File: config.mk
export PLATFORM = sky130hd
export DESIGN_NAME = dpm_cell
export DESIGN_NICKNAME = d
export VERILOG_FILES = /design/src/dpm_pkg.sv /design/src/dpm_cell.sv
export SDC_FILE = /design/constraint.sdc
export NUM_CORES = 1
export LEC_CHECK = 0
export BUFFER_PORTS_ARGS = -buffer_cell sky130_fd_sc_hd__buf_4
export CAP_MARGIN = 20
export CORE_AREA = 2 2 94 96
export CTS_BUF_LIST = sky130_fd_sc_hd__clkbuf_4 sky130_fd_sc_hd__clkbuf_8
export DETAILED_ROUTE_END_ITERATION = 10
export DIE_AREA = 0 0 96 98
export GPL_ROUTABILITY_DRIVEN = 1
export MAX_ROUTING_LAYER = met4
export PLACE_DENSITY = 0.69
export SYNTH_ARGS = -nofsm -noshare
export SYNTH_HDL_FRONTEND = slang
export SYNTH_SLANG_ARGS = --single-unit
File: constraint.sdc
create_clock -name i_clk -period 3.75 [get_ports i_clk]
set_clock_uncertainty 0.05 [all_clocks]
set_input_delay 0 -clock i_clk [delete_from_list [all_inputs] [get_ports i_clk]]
set_output_delay 0 -clock i_clk [all_outputs]
set_load 0.005 [all_outputs]
File: src/dpm_pkg.sv
// shared types and constants for the dense prim spanning tree block
package dpm_pkg;

    localparam int VERTEX_W   = 5;
    localparam int WEIGHT_W   = 16;
    localparam int CFG_DATA_W = 6;
    localparam int CFG_IDX_W  = 2;

    typedef enum logic [1:0] {
        OP_LOAD  = 2'd0,
        OP_RUN   = 2'd1,
        OP_CLEAR = 2'd2
    } t_op;

    localparam logic [CFG_IDX_W-1:0] CFG_VERTEX_COUNT = 2'd0;
    localparam logic [CFG_IDX_W-1:0] CFG_START_VERTEX = 2'd1;

    typedef enum logic [2:0] {
        ST_CLEAR,
        ST_IDLE,
        ST_LOAD2,
        ST_INIT,
        ST_PASS,
        ST_EMIT
    } t_state;

    typedef struct packed {
        logic [1:0]          operation;
        logic [VERTEX_W-1:0] end_a;
        logic [VERTEX_W-1:0] end_b;
        logic [WEIGHT_W-1:0] edge_weight;
    } t_request;

    typedef struct packed {
        logic [VERTEX_W-1:0] vertex;
        logic [VERTEX_W-1:0] parent;
        logic [WEIGHT_W-1:0] tree_weight;
        logic                reached;
        logic                bad_start;
        logic                last;
    } t_result;

    typedef struct packed {
        logic init;
        logic relax;
        logic mark;
        logic shift;
    } t_cell_ctl;

endpackage

File: src/dpm_cell.sv
// one vertex cell: key, parent and tree flags, relax update and min token stage
module dpm_cell import dpm_pkg::*; #(
    parameter int IDX = 0,
    parameter int VW  = 5,
    parameter int CW  = 6,
    parameter int WB  = 16
) (
    input  logic          i_clk,
    input  t_cell_ctl     i_ctl,
    input  logic [VW-1:0] i_start,
    input  logic [CW-1:0] i_count,
    input  logic [VW-1:0] i_idx,
    input  logic [WB-1:0] i_weight,
    input  logic [VW-1:0] i_parent,
    input  logic          i_tok_found,
    input  logic [WB-1:0] i_tok_key,
    input  logic [VW-1:0] i_tok_idx,
    output logic          o_tok_found,
    output logic [WB-1:0] o_tok_key,
    output logic [VW-1:0] o_tok_idx,
    input  logic          i_nb_in_tree,
    input  logic          i_nb_known,
    input  logic [WB-1:0] i_nb_key,
    input  logic [VW-1:0] i_nb_parent,
    output logic          o_in_tree,
    output logic          o_known,
    output logic [WB-1:0] o_key,
    output logic [VW-1:0] o_parent
);

    localparam logic [VW-1:0] MY_IDX = VW'(IDX);

    logic          r_in_tree;
    logic          r_known;
    logic [WB-1:0] r_key;
    logic [VW-1:0] r_parent;
    logic          r_tok_found;
    logic [WB-1:0] r_tok_key;
    logic [VW-1:0] r_tok_idx;
    logic          hit;
    logic          better;
    logic          take;

    assign hit    = (i_idx == MY_IDX);
    assign better = (i_weight != '0) && !r_in_tree && (!r_known || (i_weight < r_key));
    assign take   = !r_in_tree && r_known && (!i_tok_found || (r_key < i_tok_key));

    always_ff @(posedge i_clk) begin
        if (i_ctl.init) begin
            r_in_tree <= !(CW'(IDX) < i_count) || (i_start == MY_IDX);
            r_known   <= (i_start == MY_IDX);
            r_key     <= '0;
            r_parent  <= i_start;
        end else if (i_ctl.shift) begin
            r_in_tree <= i_nb_in_tree;
            r_known   <= i_nb_known;
            r_key     <= i_nb_key;
            r_parent  <= i_nb_parent;
        end else if (i_ctl.mark && hit) begin
            r_in_tree <= 1'b1;
        end else if (i_ctl.relax && hit && better) begin
            r_key    <= i_weight;
            r_parent <= i_parent;
            r_known  <= 1'b1;
        end
    end

    // min token, ties keep the lower vertex
    always_ff @(posedge i_clk) begin
        if (take) begin
            r_tok_found <= 1'b1;
            r_tok_key   <= r_key;
            r_tok_idx   <= MY_IDX;
        end else begin
            r_tok_found <= i_tok_found;
            r_tok_key   <= i_tok_key;
            r_tok_idx   <= i_tok_idx;
        end
    end

    assign o_tok_found = r_tok_found;
    assign o_tok_key   = r_tok_key;
    assign o_tok_idx   = r_tok_idx;
    assign o_in_tree   = r_in_tree;
    assign o_known     = r_known;
    assign o_key       = r_key;
    assign o_parent    = r_parent;

endmodule
==> metrics.md <==
| Metric | Value |
|---|---|
| Run status | `finished, final reports clean` |
| Final Cycle Share | `around nine tenths` |
| Hold Vio Cnt, Final | `0` |
| Max Cap Viol | `0` |
| Power density of the placed cells | `slightly below 300 mW/mm²` |
| Yosys reg bits | `45` |
| Crit Path Class | `flip-flop to flip-flop` |
| Area contributors post-synth | `dfxtp_1 22%, ha_1 11%, o211ai_1 7.0%, edfxtp_1 6.1%, inv_1 5.0%` |
| Nets@finish | `roughly 700` |
| CTS max path bufs | `2` |
| Cell taking the most area after synthesis | `dfxtp_1` |
| Post-synth top flop | `dfxtp_1` |
| Worst Tran Pin Value | `around 640 ps` |
| Power Total | `about 0.0015 W` |
| Slew headroom | `between 50% and 60%` |
| Largest net degree at the start of global routing | `between 50 and 60` |
| Clock slew seen by the registers of the worst setup and hold paths | `~90 ps` |
| Synthesis-to-layout area growth | `47.7%` |
| Placement Rows | `34` |
| Root Driver | `clkbuf_8` |
| Leak | `~2.3 nW` |
| Number of diodes | `0` |
| Router iterations before antenna repair | `4` |
| Pins Over Slew Limit | `0` |
| Async S/R FF share, synth | `0%` |
| 1st-iter DRT viols | `~180` |
| Worst EP required | `3900 ps` |
| Mapped Avg Cell Area | `around 8.0 µm²` |
| Clk sinks | `45` |
| Synthesized Nets | `around 550` |
| Placed Area | `between 0.004 and 0.005 mm²` |
| CORE AREA | `0.00847 mm²` |
| Die W | `approximately 96 µm` |
| Min-Delay Path Class | `input port to flip-flop` |
| First-pass GRT wire length | `around 18 mm` |
| DIE HEIGHT | `about 100 µm` |
| Cells traversed along the worst timing path | `inv_1 -> ha_1 -> a21oi_1 -> o21ai_1 -> a2111oi_2 -> a21oi_2 -> buf_4 -> or2_1 -> o311a_2 -> dlygate4sd3_1` |
| Final Setup Violations | `0` |
| Die area | `around 0.0094 mm²` |
| RSZ-0062 raised after global routing | `false` |
| Startpoint types | `flip-flop` |
| Post-DRT Antenna Nets | `0` |
| Synth top area share | `between 20 and 25%` |
| Latest clock arrival within the worst-skew pair | `about 310 ps` |
| Crit end category | `flip-flop` |
| Cells after synthesis | `roughly 430` |
| Post-synth EDFFs | `7` |
| IR drop worst, VDD | `between 0.00015 and 0.0002 V` |
| Leading cell type in the layout, fill and taps excluded | `buf_4` |
| H-tree lvl count | `2` |
| Starting Density | `approximately 40%` |
| Achievable Freq | `a little under 0.3 GHz` |
| Post-route cell area | `0.00509 mm²` |
| Total CTS buffers | `5` |
| I/O pin cnt | `roughly 130` |
| Synth unique cells | `44` |
| Crit-path max FO | `17` |
| Final TNS setup | `0 ps` |
| Register area share after synthesis | `about 28%` |
| DR WL/cell | `15.8 µm` |
| Post-Syn Area | `0.00344 mm²` |
| Synth Warn # | `0` |
| CP arrival | `3540 ps` |
| Highest-count cells in the layout ignoring fill and taps | `136 x buf_4, 57 x dlygate4sd3_1, 46 x inv_1` |
| Slowest CP cell | `dlygate4sd3_1` |
| Number of global-route vias before repair | `between 3000 and 4000` |
| Via density | `~5.6` |
| Hpwl dp | `about 8.0 mm` |
| I/O Buffers | `131` |
| GRT Overall Usage | `around 24%` |
| Share of cells above drive strength 1 | `26.1%` |
| CTS tree | `yes` |
| WL final | `11.2 mm` |
| Initial antenna violation count | `0` |
| GP Congestion | `0.887` |
| Fillers | `~800` |
| Via count | `between 3000 and 4000` |
| Overflow after GRT | `0` |
| Post-route minimum period | `between 3000 and 4000 ps` |
| Worst path max stage delay | `roughly 570 ps` |
| DRC Markers | `0` |
==> layout make-up <==
cell class,instances,area (µm²),area share [%]
multi-input combinational,306,2100,41.2
inverter,46,173,3.39
sequential,45,971,19.1
timing repair buffer,193,1590,31.3
clock inverter,1,30.0,0.590
clock buffer,7,90.1,1.77
tap,108,135,2.66
==> per-layer routing <==
layer	wire length (µm)	vias to the layer above	part of all wire (%)	track usage (%)
li1	-	1940	-	-
met5	0	-	0	-
met3	703	14	6.3	3.86
met1	4920	1800	44	31.6
met2	5420	171	48	39.9
met4	143	0	1.3	4.51
==> worst max-delay path: cells and delay by family, from the launching register on <==
kind | cells | cell delay (ps)
compound gates | 5 | 1180
buf+inv | 3 | 880
simple gates | 1 | 470
flops | 1 | 400
fa+ha+maj | 1 | 300
==> path summary, 6_finish.rpt <==
kind	depth (start not counted)	to	slack, ps	from
worst min register to register	3	o_key[13]	640	o_key[13]
worst max-delay path	10	o_key[12]	360	o_key[15]
worst min-delay path	4	o_key[7]	0.7	i_nb_key[7]
worst max register to register	10	o_key[12]	360	o_key[15]
==> cells in the mapped netlist, drive strengths merged (4+ instances only) <==
cell     number
clkbuf       30
a21o          8
o211ai       32
buf           5
mux2i         4
nand2        45
a31oi        16
a2111oi      16
o31ai        15
nand4         4
a21oi        26
ha           30
inv          46
nor2         28
edfxtp        7
o311a        16
nor4          5
nor2b         4
dfxtp        38
o21ai        32
==> power breakdown <==
part	internal [W]	total, W	switching, W	leakage (nW)
Sequential	0.000544	0.000573	0.0000295	0.390
Combinational	0.000263	0.000502	0.000239	1.89
Clock	0.000225	0.000400	0.000175	0.0619
Total	0.00103	0.00147	0.000443	2.34
==> repair_timing <==
item | CTS | global route
buffers inserted | 0 | 0
setup endpoints to repair | 0 | 0
hold endpoints to repair | 44 | 0
gates resized for setup | 0 | 0
hold buffers | 57 | 0
==> registers in the layout, summed over array words and instances (netlist names) <==
register,cells
o_key,16
o_parent,5
o_known,1
o_tok_found,1
o_in_tree,1
o_tok_key,16
o_tok_idx,5
==> kinds of logic after synthesis <==
family / after synthesis / share of synthesized area (%)
fa+ha+maj: 30 / 10.9
flops: 45 / 28.2
buf+inv: 81 / 10.9
compound gates: 169 / 34.5
simple gates: 103 / 14.3
mux: 4 / 1.16
==> per-stage QoR <==
stage                     setup WS [ps]  utilization, %  hold slack (ps)  instances
after floorplan                    1280               -             85.7        432
after global placement              960            52.0              196        641
after detailed placement            859            52.0              204        641
after CTS                           427            60.1            0.934        706
after global routing                280            60.1             9.93        706
final                               358            60.1            0.744        706
Power figures use the tool's default switching activity.
